### src/sv/cfuv_pkg.sv
// ----------------------------------------------------------------------------
// cfuv_pkg
// shared types and constants of the cube-map face select block
// ----------------------------------------------------------------------------
`default_nettype none

package cfuv_pkg;

    localparam int CompBitsDefault  = 16;
    localparam int CoordFracDefault = 16;
    localparam int FaceBits         = 3;

    // face index codes
    typedef enum logic [FaceBits-1:0] {
        FACE_PX = 3'd0,
        FACE_NX = 3'd1,
        FACE_PY = 3'd2,
        FACE_NY = 3'd3,
        FACE_PZ = 3'd4,
        FACE_NZ = 3'd5
    } cfuv_face_t;

    // control that travels with every item down the divider chain
    typedef struct packed {
        logic       valid;
        cfuv_face_t face;
        logic       sat_u;
        logic       sat_v;
        logic       degen;
    } cfuv_ctrl_t;

endpackage

`default_nettype wire

### src/sv/cfuv_front.sv
// ----------------------------------------------------------------------------
// cfuv_front
// major axis pick, per-face sign selection, numerators and denominator
// ----------------------------------------------------------------------------
`default_nettype none

module cfuv_front #(
    parameter int COMPONENT_BITS = cfuv_pkg::CompBitsDefault
) (
    input  wire logic                        aclk,
    input  wire logic                        aresetn,
    input  wire logic                        en,
    input  wire logic                        in_valid,
    input  wire logic [COMPONENT_BITS-1:0]   dir_x,
    input  wire logic [COMPONENT_BITS-1:0]   dir_y,
    input  wire logic [COMPONENT_BITS-1:0]   dir_z,
    output cfuv_pkg::cfuv_ctrl_t             ctrl,
    output logic      [COMPONENT_BITS:0]     num_u,
    output logic      [COMPONENT_BITS:0]     num_v,
    output logic      [COMPONENT_BITS:0]     den
);

    localparam int CB = COMPONENT_BITS;

    logic signed [CB:0]   xe, ye, ze;
    logic signed [CB:0]   ax_w, ay_w, az_w;
    logic        [CB-1:0] ax, ay, az;
    logic        [CB-1:0] ma;
    logic signed [CB:0]   ma_s;
    logic signed [CB:0]   sc, tc;
    logic signed [CB+1:0] nu_w, nv_w;
    cfuv_pkg::cfuv_face_t face_w;

    cfuv_pkg::cfuv_ctrl_t ctrl_reg, ctrl_next;
    logic [CB:0]          num_u_reg, num_u_next;
    logic [CB:0]          num_v_reg, num_v_next;
    logic [CB:0]          den_reg, den_next;

    always_comb begin
        xe   = {dir_x[CB-1], dir_x};
        ye   = {dir_y[CB-1], dir_y};
        ze   = {dir_z[CB-1], dir_z};
        ax_w = xe[CB] ? -xe : xe;
        ay_w = ye[CB] ? -ye : ye;
        az_w = ze[CB] ? -ze : ze;
        ax   = ax_w[CB-1:0];
        ay   = ay_w[CB-1:0];
        az   = az_w[CB-1:0];

        // strict compares: ties go to y, then to z
        priority if (ax > ay && ax > az) begin
            ma = ax;
            if (!xe[CB] && xe != '0) begin
                face_w = cfuv_pkg::FACE_PX; sc = ze;  tc = ye;
            end else begin
                face_w = cfuv_pkg::FACE_NX; sc = -ze; tc = ye;
            end
        end else if (ay > az) begin
            ma = ay;
            if (!ye[CB] && ye != '0) begin
                face_w = cfuv_pkg::FACE_PY; sc = xe; tc = ze;
            end else begin
                face_w = cfuv_pkg::FACE_NY; sc = xe; tc = -ze;
            end
        end else begin
            ma = az;
            if (!ze[CB] && ze != '0) begin
                face_w = cfuv_pkg::FACE_PZ; sc = -xe; tc = ye;
            end else begin
                face_w = cfuv_pkg::FACE_NZ; sc = xe;  tc = ye;
            end
        end

        ma_s = {1'b0, ma};
        nu_w = {sc[CB], sc} + {2'b00, ma};
        nv_w = {tc[CB], tc} + {2'b00, ma};

        ctrl_next.valid = in_valid;
        ctrl_next.face  = face_w;
        ctrl_next.sat_u = (sc == ma_s);
        ctrl_next.sat_v = (tc == ma_s);
        ctrl_next.degen = (dir_x == '0) && (dir_y == '0) && (dir_z == '0);
        num_u_next      = nu_w[CB:0];
        num_v_next      = nv_w[CB:0];
        den_next        = {ma, 1'b0};
    end

    always_ff @(posedge aclk) begin
        if (!aresetn) begin
            ctrl_reg <= '0;
        end else if (en) begin
            ctrl_reg <= ctrl_next;
        end
    end

    always_ff @(posedge aclk) begin
        if (en) begin
            num_u_reg <= num_u_next;
            num_v_reg <= num_v_next;
            den_reg   <= den_next;
        end
    end

    assign ctrl  = ctrl_reg;
    assign num_u = num_u_reg;
    assign num_v = num_v_reg;
    assign den   = den_reg;

endmodule

`default_nettype wire

### src/sv/cfuv_div_cell.sv
// ----------------------------------------------------------------------------
// cfuv_div_cell
// one restoring-division step: one quotient bit for u and for v
// ----------------------------------------------------------------------------
`default_nettype none

module cfuv_div_cell #(
    parameter int COMPONENT_BITS  = cfuv_pkg::CompBitsDefault,
    parameter int COORD_FRAC_BITS = cfuv_pkg::CoordFracDefault
) (
    input  wire logic                          aclk,
    input  wire logic                          aresetn,
    input  wire logic                          en,
    input  wire cfuv_pkg::cfuv_ctrl_t          ctrl_in,
    input  wire logic [COMPONENT_BITS:0]       den_in,
    input  wire logic [COMPONENT_BITS:0]       rem_u_in,
    input  wire logic [COMPONENT_BITS:0]       rem_v_in,
    input  wire logic [COORD_FRAC_BITS-1:0]    quo_u_in,
    input  wire logic [COORD_FRAC_BITS-1:0]    quo_v_in,
    output cfuv_pkg::cfuv_ctrl_t               ctrl_out,
    output logic      [COMPONENT_BITS:0]       den_out,
    output logic      [COMPONENT_BITS:0]       rem_u_out,
    output logic      [COMPONENT_BITS:0]       rem_v_out,
    output logic      [COORD_FRAC_BITS-1:0]    quo_u_out,
    output logic      [COORD_FRAC_BITS-1:0]    quo_v_out
);

    localparam int DW = COMPONENT_BITS + 1;
    localparam int F  = COORD_FRAC_BITS;

    logic [DW:0]   t_u, t_v, den_w;
    logic          ge_u, ge_v;
    logic [DW:0]   d_u, d_v;

    cfuv_pkg::cfuv_ctrl_t ctrl_reg;
    logic [DW-1:0] den_reg;
    logic [DW-1:0] rem_u_reg, rem_u_next;
    logic [DW-1:0] rem_v_reg, rem_v_next;
    logic [F-1:0]  quo_u_reg, quo_u_next;
    logic [F-1:0]  quo_v_reg, quo_v_next;

    always_comb begin
        den_w      = {1'b0, den_in};
        t_u        = {rem_u_in, 1'b0};
        t_v        = {rem_v_in, 1'b0};
        ge_u       = (t_u >= den_w);
        ge_v       = (t_v >= den_w);
        d_u        = t_u - den_w;
        d_v        = t_v - den_w;
        rem_u_next = ge_u ? d_u[DW-1:0] : t_u[DW-1:0];
        rem_v_next = ge_v ? d_v[DW-1:0] : t_v[DW-1:0];
        quo_u_next = {quo_u_in[F-2:0], ge_u};
        quo_v_next = {quo_v_in[F-2:0], ge_v};
    end

    always_ff @(posedge aclk) begin
        if (!aresetn) begin
            ctrl_reg <= '0;
        end else if (en) begin
            ctrl_reg <= ctrl_in;
        end
    end

    always_ff @(posedge aclk) begin
        if (en) begin
            den_reg   <= den_in;
            rem_u_reg <= rem_u_next;
            rem_v_reg <= rem_v_next;
            quo_u_reg <= quo_u_next;
            quo_v_reg <= quo_v_next;
        end
    end

    assign ctrl_out  = ctrl_reg;
    assign den_out   = den_reg;
    assign rem_u_out = rem_u_reg;
    assign rem_v_out = rem_v_reg;
    assign quo_u_out = quo_u_reg;
    assign quo_v_out = quo_v_reg;

endmodule

`default_nettype wire

### src/sv/cubemap_face_uv_select.sv
// ----------------------------------------------------------------------------
// cubemap_face_uv_select
// cube-map face select with u/v face coordinates, while the output is not stalled one item per cycle
// ----------------------------------------------------------------------------
// usage:
//   input channel s_*: one direction item (x, y, z), signed two's complement,
//   all three on the same scale. result channel m_*: face 0..5 (+x -x +y -y
//   +z -z), u and v as unsigned fractions of 2^COORD_FRAC_BITS, and a flag
//   for the all-zero vector (face 5, u = v = one half).
//   path: from input accept to m_valid an item passes the front register
//   for the axis pick, one division cell per quotient bit and one output
//   register for saturation.
//   throughput: one item per cycle while m_ready is high; the chain of
//   division cells takes a new item each cycle.
//   stall: when the output item is held, the whole chain freezes; one more
//   input item lands in the input skid register and s_ready drops until
//   the chain moves again. s_ready comes straight from a flop.
//   reset: synchronous active-low aresetn empties the chain, the skid
//   register and the output register; s_ready is high right after reset.
// ----------------------------------------------------------------------------
`default_nettype none

module cubemap_face_uv_select #(
    parameter int COMPONENT_BITS  = cfuv_pkg::CompBitsDefault,
    parameter int COORD_FRAC_BITS = cfuv_pkg::CoordFracDefault
) (
    input  wire logic                         aclk,
    input  wire logic                         aresetn,
    // input channel
    input  wire logic                         s_valid,
    output logic                              s_ready,
    input  wire logic [COMPONENT_BITS-1:0]    s_dir_x,
    input  wire logic [COMPONENT_BITS-1:0]    s_dir_y,
    input  wire logic [COMPONENT_BITS-1:0]    s_dir_z,
    // result channel
    output logic                              m_valid,
    input  wire logic                         m_ready,
    output logic [cfuv_pkg::FaceBits-1:0]     m_face,
    output logic [COORD_FRAC_BITS-1:0]        m_coord_u,
    output logic [COORD_FRAC_BITS-1:0]        m_coord_v,
    output logic                              m_degenerate
);

    localparam int CB = COMPONENT_BITS;
    localparam int F  = COORD_FRAC_BITS;
    localparam int DW = CB + 1;

    localparam logic [F-1:0] CoordHalf = {1'b1, {(F-1){1'b0}}};
    localparam logic [F-1:0] CoordMax  = {F{1'b1}};

    // chain advance: the output slot is free or being taken
    logic en;

    // input skid register
    logic          skid_valid_reg, skid_valid_next;
    logic [CB-1:0] skid_x_reg, skid_y_reg, skid_z_reg;
    logic          src_valid;
    logic [CB-1:0] src_x, src_y, src_z;

    // links between the front stage and the cells
    cfuv_pkg::cfuv_ctrl_t chain_ctrl  [0:F];
    logic [DW-1:0]        chain_den   [0:F];
    logic [DW-1:0]        chain_rem_u [0:F];
    logic [DW-1:0]        chain_rem_v [0:F];
    logic [F-1:0]         chain_quo_u [0:F];
    logic [F-1:0]         chain_quo_v [0:F];

    // output register
    logic                          m_valid_reg, m_valid_next;
    logic [cfuv_pkg::FaceBits-1:0] m_face_reg, m_face_next;
    logic [F-1:0]                  m_coord_u_reg, m_coord_u_next;
    logic [F-1:0]                  m_coord_v_reg, m_coord_v_next;
    logic                          m_degenerate_reg, m_degenerate_next;
    cfuv_pkg::cfuv_ctrl_t          last_ctrl;

    assign en      = !m_valid_reg || m_ready;
    assign s_ready = !skid_valid_reg;

    // the skid item goes first whenever it is held
    always_comb begin
        src_valid = skid_valid_reg || s_valid;
        src_x     = skid_valid_reg ? skid_x_reg : s_dir_x;
        src_y     = skid_valid_reg ? skid_y_reg : s_dir_y;
        src_z     = skid_valid_reg ? skid_z_reg : s_dir_z;

        priority if (en) begin
            skid_valid_next = 1'b0;
        end else if (s_valid && !skid_valid_reg) begin
            skid_valid_next = 1'b1;
        end else begin
            skid_valid_next = skid_valid_reg;
        end
    end

    always_ff @(posedge aclk) begin
        if (!aresetn) begin
            skid_valid_reg <= 1'b0;
        end else begin
            skid_valid_reg <= skid_valid_next;
        end
    end

    // capture the item that arrives while the chain is frozen
    always_ff @(posedge aclk) begin
        if (!en && s_valid && !skid_valid_reg) begin
            skid_x_reg <= s_dir_x;
            skid_y_reg <= s_dir_y;
            skid_z_reg <= s_dir_z;
        end
    end

    // axis pick and numerator/denominator setup
    cfuv_front #(
        .COMPONENT_BITS (COMPONENT_BITS)
    ) u_front (
        .aclk     (aclk),
        .aresetn  (aresetn),
        .en       (en),
        .in_valid (src_valid),
        .dir_x    (src_x),
        .dir_y    (src_y),
        .dir_z    (src_z),
        .ctrl     (chain_ctrl[0]),
        .num_u    (chain_rem_u[0]),
        .num_v    (chain_rem_v[0]),
        .den      (chain_den[0])
    );

    assign chain_quo_u[0] = '0;
    assign chain_quo_v[0] = '0;

    // one cell per quotient bit, msb first
    for (genvar i = 0; i < F; i++) begin : g_cell
        cfuv_div_cell #(
            .COMPONENT_BITS  (COMPONENT_BITS),
            .COORD_FRAC_BITS (COORD_FRAC_BITS)
        ) u_cell (
            .aclk      (aclk),
            .aresetn   (aresetn),
            .en        (en),
            .ctrl_in   (chain_ctrl[i]),
            .den_in    (chain_den[i]),
            .rem_u_in  (chain_rem_u[i]),
            .rem_v_in  (chain_rem_v[i]),
            .quo_u_in  (chain_quo_u[i]),
            .quo_v_in  (chain_quo_v[i]),
            .ctrl_out  (chain_ctrl[i+1]),
            .den_out   (chain_den[i+1]),
            .rem_u_out (chain_rem_u[i+1]),
            .rem_v_out (chain_rem_v[i+1]),
            .quo_u_out (chain_quo_u[i+1]),
            .quo_v_out (chain_quo_v[i+1])
        );
    end

    assign last_ctrl = chain_ctrl[F];

    // zero vector and component equal to +ma override the quotient
    always_comb begin
        m_valid_next      = last_ctrl.valid;
        m_face_next       = last_ctrl.face;
        m_degenerate_next = last_ctrl.degen;
        priority if (last_ctrl.degen) begin
            m_coord_u_next = CoordHalf;
            m_coord_v_next = CoordHalf;
        end else begin
            m_coord_u_next = last_ctrl.sat_u ? CoordMax : chain_quo_u[F];
            m_coord_v_next = last_ctrl.sat_v ? CoordMax : chain_quo_v[F];
        end
    end

    always_ff @(posedge aclk) begin
        if (!aresetn) begin
            m_valid_reg <= 1'b0;
        end else if (en) begin
            m_valid_reg <= m_valid_next;
        end
    end

    always_ff @(posedge aclk) begin
        if (en) begin
            m_face_reg       <= m_face_next;
            m_coord_u_reg    <= m_coord_u_next;
            m_coord_v_reg    <= m_coord_v_next;
            m_degenerate_reg <= m_degenerate_next;
        end
    end

    assign m_valid      = m_valid_reg;
    assign m_face       = m_face_reg;
    assign m_coord_u    = m_coord_u_reg;
    assign m_coord_v    = m_coord_v_reg;
    assign m_degenerate = m_degenerate_reg;

endmodule

`default_nettype wire

### config.mk
export PLATFORM = sky130hd
export DESIGN_NAME = cubemap_face_uv_select
export DESIGN_NICKNAME = d
export VERILOG_FILES = /design/src/sv/cfuv_pkg.sv /design/src/sv/cfuv_front.sv /design/src/sv/cfuv_div_cell.sv /design/src/sv/cubemap_face_uv_select.sv
export SDC_FILE = /design/constraint.sdc
export NUM_CORES = 2
export LEC_CHECK = 0
export BUFFER_PORTS_ARGS = -buffer_cell sky130_fd_sc_hd__buf_2
export CORE_UTILIZATION = 45
export CTS_BUF_LIST = sky130_fd_sc_hd__clkbuf_4 sky130_fd_sc_hd__clkbuf_8
export DETAILED_ROUTE_END_ITERATION = 16
export PLACE_DENSITY = 0.71
export SYNTH_ARGS = -nofsm -noshare
export SYNTH_HDL_FRONTEND = slang
export SYNTH_HIERARCHICAL = 1
export SYNTH_SLANG_ARGS = --single-unit
### constraint.sdc
create_clock -name aclk -period 74.5 [get_ports aclk]
set_clock_uncertainty 0.15 [all_clocks]
set_input_delay 7.45 -clock aclk [delete_from_list [all_inputs] [get_ports aclk]]
set_output_delay 7.45 -clock aclk [all_outputs]
set_load 0.02 [all_outputs]
==> results list <==
- Max-slew violation total from the final report: 0
- Internal reg-to-reg setup slack: 64.72 ns
- The initial antenna violation count came to 3.
- Height of the chip: 424 um
* Shortest period the worst path allows: 15.40 ns
- Setup repair after global routing left no endpoint under its margin.
- Area taken by multi-input logic gates: 39,700 um^2
- The startpoint identified for the worst register-to-register timing path is skid_valid_reg.
- Die area: 180,000 um^2
* Drt pass-1 iters: 8
* GR Overflow Total: 0
* Number of buffer and inverter instances along the worst setup path: 2
- Clock-pin slew was measured on the worst setup and hold paths at 0.06 ns.
* Max stage delay cell, worst path: o211ai_4
- Syn nets: 7,555
- The most critical setup path has its startpoint at s_dir_z[0].
* Arrival time of data at the critical path endpoint: 15.94 ns
- The count of nets left with antenna violations once routing finished came out at 0.
- Using the TritonRoute via totals, the vias-per-cell ratio works out to 5.69.
- Hold timing on the final database bottoms out at a slack of 0.213 ns.
- TritonCTS built the clock tree.
- In the final timing run, aggregate negative setup slack is 0 ns.
* Clock latency of the later-clocked register in the worst-skew pair: 0.95 ns
- Area of the mapped netlist: 80,200 um^2
- Worst Hold Path Cells: 0
* Post-synthesis area per instance: 11.7 um^2
- Placed inst area: 82,600 um^2
- Run status: completed
- H-tree Lvls: 4
* Post-route DRC: 0
- The Yosys step of the flow raised 6 warnings.
- The worst pin sits at a relative slew slack of 21.3%.
- Floorplan row count: 154
* Count of buffers from port buffering: 89
- Net count reported at finish: 7,739
- Critical Path Sink Type: register
- For the pin with the worst max-slew slack, the measured transition is 1.18 ns.
* Buffer type at the clock tree root: clkbuf_8
* Final setup violation count: 0
- The worst setup path is launched from an input port.
* Finished layout cell area: 87,200 um^2
- In the final layout, the share of cells above drive strength 1 is 15.1%.
- Maximum frequency from static timing analysis: 0.0649 GHz
- Routed wire length: 192,000 um
- Summed over all nets, the half-perimeter wirelength after detailed placement is 149,000 um.
- TritonCTS sink count: 1,292
* Number of global-route vias before repair: 52,800
- Across the whole layout, storage elements account for 37,600 um^2.
- Worst reg2reg endpoint: u_front/num_v[15]
- Number of setup buffers added after CTS: 0
- Critical path's largest stage delay: 0.66 ns
* Total GRT Usage: 20.9%
* Hold Crit Endpoint: g_cell[9].u_cell/quo_v_out[1]
* Vias: 54,400
* Worst EP required: 75.03 ns
* Post-CTS resize count: 0
- The tightest min-delay check is of the reg -> reg type.
* Final-layout fill cell count: 15,400
- IO Pins: 90
- In this run the standard cell core region covers 176,000 um^2.
- Measured in cells, the most critical reg-to-reg path has a length of 25.
- The library cells used most frequently in the layout, excluding fill and tap cells, are edfxtp_1 (1,171), ha_1 (627), inv_1 (434).
- Die X: 424 um
- Number of failing hold endpoints at the final stage: 0
- The initial utilization of the core area, before any placement, comes to 45.4%.
- Number of instances in the synthesized netlist: 6,842
* RePlAce Congestion: 0.958
- Fin util: 49.4%
* Most common cell after layout, fill and taps aside: edfxtp_1
* Final clock period utilization by the worst path: 20.7%
- Kind of critical path: in -> reg
- Worst min-delay path startpoint: g_cell[8].u_cell/quo_v_out[0]
- Highest net fanout along the worst path: 23
- Total clock buffers created by CTS: 212
* Average routed wire per standard cell: 20.1 um
- The tool flagged a number of max-cap violations equal to 0.
* Starting DRC count in detailed routing: 4,640
- The area growth from synthesis to layout is 8.71%.
- The number of hold buffers added after CTS was 0.
* CP top delay family: simple AND/OR/NAND/NOR gates
- Entering global routing, the biggest net connects 185 pins.
* Buffer depth of the longest clock path: 3
* Global-route wire length before repair: 297,000 um
## area by class of cell
type                    instances  area share (%)
flip-flops and latches       1292            43.1
diodes                          6          0.0172
inverters                     448            1.93
clock inverters               121            1.24
multi-input cells            4946            45.5
clock buffers                 275            3.99
well taps                    2340            3.36
repair buffers                126           0.844
## through the flow
stage | setup WS [ns] | std cells
after floorplan | 13.43 | 6842
after global placement | 58.43 | 9152
after detailed placement | 58.37 | 9152
after CTS | 59.38 | 9548
after global routing | 58.74 | 9550
final | 59.10 | 9554
## worst max-delay path by stage
stage | depth (start not counted) | end | slack, ns
after floorplan | 2 | skid_x_reg[0] | 13.43
after global placement | 30 | u_front/num_v[15] | 58.43
after detailed placement | 30 | u_front/num_v[15] | 58.37
after CTS | 30 | u_front/num_v[15] | 59.38
after global routing | 30 | u_front/num_v[16] | 58.74
final | 30 | u_front/num_v[15] | 59.10
## worst reg2reg max path, stage by stage, from the launching register on
cell       delay, ns
dfxtp_2         0.75
buf_4           0.62
mux2_4          0.43
or4_1           0.57
or3_1           0.39
nor4_1          0.48
nor3b_1         0.59
ha_1            0.26
nand2_1         0.05
nor2_1          0.24
nand2_1         0.11
or3_1           0.39
o211ai_4        0.66
nand2_4         0.41
nor2_4          0.55
mux2_1          0.39
ha_1            0.32
a21o_1          0.20
a21o_1          0.20
a21oi_1         0.21
o21ai_0         0.19
a41oi_1         0.42
a2111oi_0       0.23
or4_1           0.53
a21oi_1         0.19
xnor2_1         0.08
## metal layers
layer  up-vias  share of wire [%]  GRT usage, %
li1      26200                  -             -
met1     26300                 43          27.1
met2      1569                 48          35.6
met3       320                5.1          3.04
met4         2                3.0          7.00
met5         -             0.0036             0
Power is left out: the tool's default activity adds up to more than one toggle a clock period on the data nets, which glitch-free logic cannot reach.
